## src/md5bc_pkg.sv

```systemverilog
// Package for the MD5 block compression engine: microcode types, program ROM,
// round constants and index helpers. It depends on nothing else.
`timescale 1ns / 1ps
`default_nettype none

package md5bc_pkg;

    // Sequencer step addresses.
    localparam logic [2:0] STEP_COLLECT = 3'd0;
    localparam logic [2:0] STEP_INIT    = 3'd1;
    localparam logic [2:0] STEP_ROUND   = 3'd2;
    localparam logic [2:0] STEP_ADD     = 3'd3;
    localparam logic [2:0] STEP_EMIT    = 3'd4;
    localparam logic [2:0] STEP_CLEAR   = 3'd5;

    localparam logic [5:0] LAST_ROUND = 6'd63;
    localparam logic [3:0] LAST_SLOT  = 4'd15;
    localparam logic [1:0] LAST_DIGEST = 2'd3;

    // Standard initial chaining words.
    localparam logic [31:0] IV_A = 32'h67452301;
    localparam logic [31:0] IV_B = 32'hefcdab89;
    localparam logic [31:0] IV_C = 32'h98badcfe;
    localparam logic [31:0] IV_D = 32'h10325476;

    // Branch conditions: when the condition holds the sequencer goes to the
    // target, otherwise to the following step.
    typedef enum logic [2:0] {
        BR_NEXT,
        BR_ALWAYS,
        BR_WAIT_BLOCK,
        BR_ROUNDS_LEFT,
        BR_NOT_FINAL,
        BR_WAIT_EMIT
    } branch_t;

    typedef struct packed {
        logic       in_ready;
        logic       init;
        logic       round;
        logic       add;
        logic       emit;
        logic       clear;
        branch_t    br;
        logic [2:0] target;
    } ctrl_word_t;

    // Per-round additive constants.
    localparam logic [31:0] SINE_TABLE [64] = '{
        32'hd76aa478, 32'he8c7b756, 32'h242070db, 32'hc1bdceee,
        32'hf57c0faf, 32'h4787c62a, 32'ha8304613, 32'hfd469501,
        32'h698098d8, 32'h8b44f7af, 32'hffff5bb1, 32'h895cd7be,
        32'h6b901122, 32'hfd987193, 32'ha679438e, 32'h49b40821,
        32'hf61e2562, 32'hc040b340, 32'h265e5a51, 32'he9b6c7aa,
        32'hd62f105d, 32'h02441453, 32'hd8a1e681, 32'he7d3fbc8,
        32'h21e1cde6, 32'hc33707d6, 32'hf4d50d87, 32'h455a14ed,
        32'ha9e3e905, 32'hfcefa3f8, 32'h676f02d9, 32'h8d2a4c8a,
        32'hfffa3942, 32'h8771f681, 32'h6d9d6122, 32'hfde5380c,
        32'ha4beea44, 32'h4bdecfa9, 32'hf6bb4b60, 32'hbebfbc70,
        32'h289b7ec6, 32'heaa127fa, 32'hd4ef3085, 32'h04881d05,
        32'hd9d4d039, 32'he6db99e5, 32'h1fa27cf8, 32'hc4ac5665,
        32'hf4292244, 32'h432aff97, 32'hab9423a7, 32'hfc93a039,
        32'h655b59c3, 32'h8f0ccc92, 32'hffeff47d, 32'h85845dd1,
        32'h6fa87e4f, 32'hfe2ce6e0, 32'ha3014314, 32'h4e0811a1,
        32'hf7537e82, 32'hbd3af235, 32'h2ad7d2bb, 32'heb86d391
    };

    // Microcode program, one control word per step.
    function automatic ctrl_word_t prog_rom(input logic [2:0] pc);
        ctrl_word_t cw;
        cw = '{in_ready: 1'b0, init: 1'b0, round: 1'b0, add: 1'b0, emit: 1'b0,
               clear: 1'b0, br: BR_ALWAYS, target: STEP_COLLECT};
        case (pc)
            STEP_COLLECT: begin
                cw.in_ready = 1'b1;
                cw.br       = BR_WAIT_BLOCK;
                cw.target   = STEP_COLLECT;
            end
            STEP_INIT: begin
                cw.init = 1'b1;
                cw.br   = BR_NEXT;
            end
            STEP_ROUND: begin
                cw.round  = 1'b1;
                cw.br     = BR_ROUNDS_LEFT;
                cw.target = STEP_ROUND;
            end
            STEP_ADD: begin
                cw.add    = 1'b1;
                cw.br     = BR_NOT_FINAL;
                cw.target = STEP_COLLECT;
            end
            STEP_EMIT: begin
                cw.emit   = 1'b1;
                cw.br     = BR_WAIT_EMIT;
                cw.target = STEP_EMIT;
            end
            STEP_CLEAR: begin
                cw.clear  = 1'b1;
                cw.br     = BR_ALWAYS;
                cw.target = STEP_COLLECT;
            end
            default: begin
                cw.br     = BR_ALWAYS;
                cw.target = STEP_COLLECT;
            end
        endcase
        return cw;
    endfunction

    // Message word index used by a round.
    function automatic logic [3:0] msg_index(input logic [5:0] r);
        logic [3:0] lo;
        logic [3:0] idx;
        lo = r[3:0];
        case (r[5:4])
            2'd0:    idx = lo;
            2'd1:    idx = 4'((lo << 2) + lo + 4'd1);
            2'd2:    idx = 4'((lo << 1) + lo + 4'd5);
            default: idx = 4'((lo << 3) - lo);
        endcase
        return idx;
    endfunction

    // Left-rotate amount of a round, by group and position in the group.
    function automatic logic [4:0] rot_amount(input logic [5:0] r);
        logic [4:0] amt;
        case ({r[5:4], r[1:0]})
            4'h0: amt = 5'd7;
            4'h1: amt = 5'd12;
            4'h2: amt = 5'd17;
            4'h3: amt = 5'd22;
            4'h4: amt = 5'd5;
            4'h5: amt = 5'd9;
            4'h6: amt = 5'd14;
            4'h7: amt = 5'd20;
            4'h8: amt = 5'd4;
            4'h9: amt = 5'd11;
            4'ha: amt = 5'd16;
            4'hb: amt = 5'd23;
            4'hc: amt = 5'd6;
            4'hd: amt = 5'd10;
            4'he: amt = 5'd15;
            default: amt = 5'd21;
        endcase
        return amt;
    endfunction

endpackage

`default_nettype wire

```

## src/md5_block_compress.sv

```systemverilog
// MD5 compression engine: microcoded sequencer, block buffer and round datapath.
// Depends on md5bc_pkg for the program ROM, round constants and index helpers.
`timescale 1ns / 1ps
`default_nettype none

// Channel   Handshake          Payload
// input     s_valid/s_ready    s_message_word[31:0], s_final_block
// digest    m_valid/m_ready    m_digest_word[31:0], m_digest_index[1:0], m_digest_last
//
// Sixteen words are taken one per cycle while s_valid is high; the block is then
// compressed by one setup step, 64 rounds on the single round unit and one add
// step, and no new word is taken until that is done.
// A final block adds four digest words, one per cycle while m_ready is high,
// and one step that clears the chaining words.
// Reset is synchronous and active low; the engine starts ready for words.
// No input word is taken while a block is compressed or a digest is out.

module md5_block_compress (
    input  wire         aclk,
    input  wire         aresetn,
    input  wire         s_valid,
    output logic        s_ready,
    input  wire  [31:0] s_message_word,
    input  wire         s_final_block,
    output logic        m_valid,
    input  wire         m_ready,
    output logic [31:0] m_digest_word,
    output logic [1:0]  m_digest_index,
    output logic        m_digest_last
);
    import md5bc_pkg::*;

    logic [2:0]  pc_reg, pc_next;
    ctrl_word_t  ctrl;
    logic        take_branch;

    logic [3:0]  word_count_reg;
    logic [5:0]  round_count_reg;
    logic        active_reg;
    logic        final_reg;
    logic [1:0]  out_idx_reg;

    logic [31:0] chain_reg [4];
    logic [31:0] work_reg  [4];

    logic [31:0] buf_mem [16];
    logic [3:0]  rd_addr;
    logic [31:0] msg_rd_reg;

    logic        in_acc, out_acc, block_done;
    logic [31:0] fa, fb, fc, fd;
    logic [31:0] f_val, round_sum, rot_val;
    logic [4:0]  amt;

    assign in_acc     = s_valid && s_ready;
    assign out_acc    = m_valid && m_ready;
    assign block_done = in_acc && (word_count_reg == LAST_SLOT);

    // Fetch the control word of the current step.
    assign ctrl    = prog_rom(pc_reg);
    assign s_ready = ctrl.in_ready;

    // Branch evaluation and next step address.
    always_comb begin
        case (ctrl.br)
            BR_NEXT:        take_branch = 1'b0;
            BR_ALWAYS:      take_branch = 1'b1;
            BR_WAIT_BLOCK:  take_branch = !block_done;
            BR_ROUNDS_LEFT: take_branch = (round_count_reg != LAST_ROUND);
            BR_NOT_FINAL:   take_branch = !final_reg;
            BR_WAIT_EMIT:   take_branch = !(out_acc && (out_idx_reg == LAST_DIGEST));
            default:        take_branch = 1'b1;
        endcase
        pc_next = take_branch ? ctrl.target : pc_reg + 3'd1;
    end

    // Round function on the working words.
    assign fa  = work_reg[0];
    assign fb  = work_reg[1];
    assign fc  = work_reg[2];
    assign fd  = work_reg[3];
    assign amt = rot_amount(round_count_reg);

    always_comb begin
        case (round_count_reg[5:4])
            2'd0:    f_val = (fb & fc) | (~fb & fd);
            2'd1:    f_val = (fd & fb) | (~fd & fc);
            2'd2:    f_val = fb ^ fc ^ fd;
            default: f_val = fc ^ (fb | ~fd);
        endcase
        round_sum = f_val + fa + SINE_TABLE[round_count_reg] + msg_rd_reg;
        rot_val   = (round_sum << amt) | (round_sum >> (6'd32 - {1'b0, amt}));
    end

    // Buffer read address: the setup step fetches round 0, each round the next.
    assign rd_addr = ctrl.init ? msg_index(6'd0) : msg_index(round_count_reg + 6'd1);

    // Block buffer memory with registered read.
    always_ff @(posedge aclk) begin
        if (in_acc) begin
            buf_mem[word_count_reg] <= s_message_word;
        end
        msg_rd_reg <= buf_mem[rd_addr];
    end

    // Sequencer, counters and chaining state.
    always_ff @(posedge aclk) begin
        if (!aresetn) begin
            pc_reg          <= STEP_COLLECT;
            word_count_reg  <= '0;
            round_count_reg <= '0;
            active_reg      <= 1'b0;
            final_reg       <= 1'b0;
            out_idx_reg     <= '0;
            for (int i = 0; i < 4; i++) begin
                chain_reg[i] <= '0;
                work_reg[i]  <= '0;
            end
        end else begin
            pc_reg <= pc_next;
            if (in_acc) begin
                word_count_reg <= word_count_reg + 4'd1;
                if (word_count_reg == LAST_SLOT) begin
                    final_reg <= s_final_block;
                end
            end
            if (ctrl.init) begin
                round_count_reg <= '0;
                active_reg      <= 1'b1;
                if (!active_reg) begin
                    chain_reg[0] <= IV_A;
                    chain_reg[1] <= IV_B;
                    chain_reg[2] <= IV_C;
                    chain_reg[3] <= IV_D;
                    work_reg[0]  <= IV_A;
                    work_reg[1]  <= IV_B;
                    work_reg[2]  <= IV_C;
                    work_reg[3]  <= IV_D;
                end else begin
                    for (int i = 0; i < 4; i++) begin
                        work_reg[i] <= chain_reg[i];
                    end
                end
            end
            if (ctrl.round) begin
                round_count_reg <= round_count_reg + 6'd1;
                work_reg[0]     <= fd;
                work_reg[1]     <= fb + rot_val;
                work_reg[2]     <= fb;
                work_reg[3]     <= fc;
            end
            if (ctrl.add) begin
                for (int i = 0; i < 4; i++) begin
                    chain_reg[i] <= chain_reg[i] + work_reg[i];
                end
            end
            if (out_acc) begin
                out_idx_reg <= out_idx_reg + 2'd1;
            end
            if (ctrl.clear) begin
                active_reg <= 1'b0;
                for (int i = 0; i < 4; i++) begin
                    chain_reg[i] <= '0;
                end
            end
        end
    end

    // Digest words come straight from the chaining registers.
    assign m_valid        = ctrl.emit;
    assign m_digest_word  = chain_reg[out_idx_reg];
    assign m_digest_index = out_idx_reg;
    assign m_digest_last  = (out_idx_reg == LAST_DIGEST);

    // The engine never takes a word while a digest is offered.
    a_no_overlap: assert property (@(posedge aclk) disable iff (!aresetn)
        !(s_ready && m_valid))
        else $error("input taken while digest is offered");

    // The sixteenth word starts the compression in the next cycle.
    a_block_starts: assert property (@(posedge aclk) disable iff (!aresetn)
        block_done |=> (pc_reg == STEP_INIT))
        else $error("full block did not start compression");

    // Rounds only run on a message that has been set up.
    a_round_active: assert property (@(posedge aclk) disable iff (!aresetn)
        ctrl.round |-> active_reg)
        else $error("round step without an active message");

    // The last digest word leads to clearing of the chaining words.
    a_last_clears: assert property (@(posedge aclk) disable iff (!aresetn)
        (out_acc && m_digest_last) |=> (pc_reg == STEP_CLEAR))
        else $error("digest end did not clear chaining state");

endmodule

`default_nettype wire
```

## config.mk

```make
export PLATFORM = sky130hd
export DESIGN_NAME = md5_block_compress
export DESIGN_NICKNAME = d
export VERILOG_FILES = /design/src/md5bc_pkg.sv /design/src/md5_block_compress.sv
export SDC_FILE = /design/constraint.sdc
export NUM_CORES = 2
export LEC_CHECK = 0
export ABC_AREA = 1
export BUFFER_PORTS_ARGS = -buffer_cell sky130_fd_sc_hd__buf_2
export CORE_ASPECT_RATIO = 1.4
export CORE_MARGIN = 1.5
export CORE_UTILIZATION = 45
export DETAILED_ROUTE_END_ITERATION = 10
export PLACE_DENSITY_LB_ADDON = 0.12
export SYNTH_ARGS = -nofsm -noshare
export SYNTH_HDL_FRONTEND = slang
export SYNTH_SLANG_ARGS = --single-unit
```

## constraint.sdc

```tcl
create_clock -name aclk -period 6.7 [get_ports aclk]
set_clock_uncertainty 0.1 [all_clocks]
set_input_delay 1.675 -clock aclk [delete_from_list [all_inputs] [get_ports aclk]]
set_output_delay 1.675 -clock aclk [all_outputs]
set_load 0.01 [all_outputs]
```

==> implementation parameters <==
Parameter                              Value

Timing
  Sum of negative setup slack    -12930 ps
  Period utilization    110%
  Final setup fails    27
  Max-Slew Margin vs Limit    10.6%
  Hold Violations, Final    0
  Post-layout minimum cycle time    7390 ps
  Worst setup slack after layout    -695 ps
  Max Transition Viols Final    0
  Fmax    135 MHz
  Final-layout worst hold slack    371 ps
  Unrepaired setup endpoints after global routing    yes
  Slew at the pin closest to its max-slew limit    1340 ps

Finish
  Number of flip-flops in the largest register    512
  Area of all placed cells without fillers    68600 sq um
  Net total in the final layout    7947
  Area Overhead vs Synth    29.0%
  Fraction of final layout cells sized beyond drive strength 1    24.4%
  Number of filler instances in the final layout    10900
  Utilization after layout    58.4%

Logic synthesis
  Netlist cell types    59
  Post-synth ARST share    0%
  Area of the mapped netlist    53200 sq um
  Post-synthesis cell type with the largest combined area    sky130_fd_sc_hd__edfxtp_1
  Post-synthesis cell count    6704
  Share of the yosys chip area belonging to registers    43.7%
  Post-synth top area share    38.0%
  Number of synthesized flops with an enable pin    672
  Number of warnings reported in the yosys synthesis log    0
  Syn avg cell area    7.93 sq um
  Prevailing post-synth register cell    sky130_fd_sc_hd__edfxtp_1
  Leading post-synthesis cells by cell area    sky130_fd_sc_hd__edfxtp_1 (38%), sky130_fd_sc_hd__nand2_1 (8.6%), sky130_fd_sc_hd__o21ai_0 (7.5%)
  Synthesized netlist net count    7037
  Number of register bits inferred by synthesis    824

Drt
  Post-DR vias/cell    5.80
  Routed wire per std cell    25.5 um
  Post-Route WL    235000 um
  Met3 Routed Length    15400 um
  First-pass iteration count of the detailed router    6
  Remaining number of nets flagged by the antenna check after routing    0
  Via count    53400
  Detailed-route DRC error count    0
  Max layer used    met5
  Detailed-route wire length on metal 1    81600 um
  Met2 layer wire length in the routed design    114000 um
  Initial DRC count    4540

Critical path
  Crit path top cell by count    sky130_fd_sc_hd__nand2_2
  Data arrival time of the critical path    7730 ps
  WP data required    7040 ps
  CP max stage delay    650 ps
  R2R Path Start    round_count_reg[0]
  FF-to-FF setup slack    -690 ps
  R2r worst-path depth    47
  Setup CP Type    reg2reg
  Crit. End Element    register
  Slowest cell on the critical path    sky130_fd_sc_hd__fa_2
  Critical path fanouts, max    6
  Category of the worst setup path launch point    register
  Reg2Reg Capture Point    work_reg[1][30]

Global route
  Maximum number of pins on one net before global-route repair    232
  Remaining global-route overflow    0
  Total global-route track usage    38.3%
  Initial antenna violation count    10
  Via count of the first global-routing pass    51900
  Wire length of the first global-routing pass    336000 um

Floorplan
  Boundary pin count    74
  Site row count    149
  Std-Cell Core Area    117000 sq um
  Die width    294 um
  Die Y-Extent    410 um
  Die ar.    120000 sq um
  Starting density of the core    45.3%

CTS
  Register clock-pin slew on the reported worst setup and hold paths    70 ps
  Clock root cell    sky130_fd_sc_hd__clkbuf_16
  Clock latency reported for the late side of the worst-skew pair    700 ps
  H-tree Lvls    3
  Deepest clock path buffer count    3
  Clock buffers created by TritonCTS    84
  Sinks on Clock Net    824
  CTS tree    built

Run
  Maxcap violations    0

Worst hold path
  Count of cells along the worst hold path    1
  Hold-critical path endpoint    pc_reg[0]
  Class of the tightest hold or removal check    reg2reg
  Launch instance of the worst min-delay path    pc_reg[0]

Placement
  PortBufs    73
  Placer's final routability congestion estimate    1.04
  DPL Wire Length    178000 um
  Standard cell area after detailed placement    62100 sq um

Status
  Result of the run    finished with violations
  Violations in the final reports    negative setup slack
metal layers:
layer  GRT usage, %  vias up
met1           40.8    25400
met5              0        -
li1               -    24900
met3           6.49      838
met4           33.3        8
met2           65.6     2221
how the worst max path moves through the flow:
stage	start	to	slack, ps	depth (start not counted)
floorplan	round_count_reg[0]	work_reg[1][25]	5	45
global placement	round_count_reg[2]	work_reg[1][28]	-1640	47
detailed placement	round_count_reg[0]	work_reg[1][28]	-1650	48
CTS	round_count_reg[1]	work_reg[1][26]	-660	48
global route	round_count_reg[0]	work_reg[1][22]	-980	53
finish	round_count_reg[0]	work_reg[1][30]	-690	47
worst max-delay path, delay by kind of cell (launching register included):
kind                       cells  cell delay (ps)
AOI/OAI and AO/OA              7             1030
adders and majority gates      5             2090
buffers and inverters         11             1130
DFF                            1              410
and+or+nand+nor               24             2370
kinds of logic after synthesis:
family	Yosys count	share of synthesized area [%]
simple gates	2320	18.2
compound gates	1951	20.2
buf+inv	1269	9.22
flops	824	43.7
fa+ha+maj	296	7.93
xor+xnor	42	0.692
mux	2	0.0377
cell usage after synthesis (all sizes together) (79+ instances only):
| cell type | number |
|---|---|
| nor2 | 484 |
| nand3 | 411 |
| buf | 92 |
| o21ai | 939 |
| nand2 | 1225 |
| o221ai | 79 |
| inv | 977 |
| dfxtp | 152 |
| ha | 228 |
| o22ai | 87 |
| clkbuf | 193 |
| a21oi | 631 |
| edfxtp | 672 |
per-stage QoR:
stage | setup slack [ps] | cells
finish | -695 | 9207
CTS | -660 | 9156
detailed placement | -1650 | 8984
global placement | -1640 | 8984
floorplan | 5.24 | 6704
global route | -979 | 9196
layout by cell type (no fill, tap or decap), types with 33 or more instances in the layout:
cell,instances
sky130_fd_sc_hd__inv_2,52
sky130_fd_sc_hd__edfxtp_1,672
sky130_fd_sc_hd__nand2_1,1068
sky130_fd_sc_hd__clkbuf_16,86
sky130_fd_sc_hd__o22ai_1,83
sky130_fd_sc_hd__nor2_1,413
sky130_fd_sc_hd__o21ai_1,200
sky130_fd_sc_hd__nor4_1,33
sky130_fd_sc_hd__nor3_1,58
sky130_fd_sc_hd__nand4_1,58
sky130_fd_sc_hd__nand3_1,294
sky130_fd_sc_hd__ha_4,40
sky130_fd_sc_hd__nor2_2,34
sky130_fd_sc_hd__inv_1,916
sky130_fd_sc_hd__fa_1,60
sky130_fd_sc_hd__o211ai_1,75
sky130_fd_sc_hd__nand2_2,131
sky130_fd_sc_hd__a21oi_1,574
sky130_fd_sc_hd__dfxtp_1,146
sky130_fd_sc_hd__o221ai_1,75
sky130_fd_sc_hd__o21ai_0,704
sky130_fd_sc_hd__nand3_2,88
sky130_fd_sc_hd__ha_1,181
sky130_fd_sc_hd__buf_4,991
sky130_fd_sc_hd__a21oi_2,46
sky130_fd_sc_hd__nor2_4,37
sky130_fd_sc_hd__buf_2,73
area by class of cell:
| type | count | area, sq um | share of cell area [%] |
|---|---|---|---|
| antenna | 11 | 27.5 | 0.0401 |
| multi-input combinational | 4611 | 28100 | 40.9 |
| tap | 1510 | 1890 | 2.76 |
| clock buffer | 106 | 2300 | 3.35 |
| clock inverter | 52 | 820 | 1.20 |
| sequential | 824 | 23200 | 33.9 |
| timing repair buffer | 1109 | 8500 | 12.4 |
| inverter | 984 | 3730 | 5.44 |
timing repair:
item	in CTS	in global routing
pin swaps	103	159
hold buffers	0	0
gates resized for setup	378	387
buffers inserted	16	43
setup endpoints to repair	31	31
Power is not shown: default switching activity piles up to over one toggle a cycle in this logic, so the estimate is an artifact.
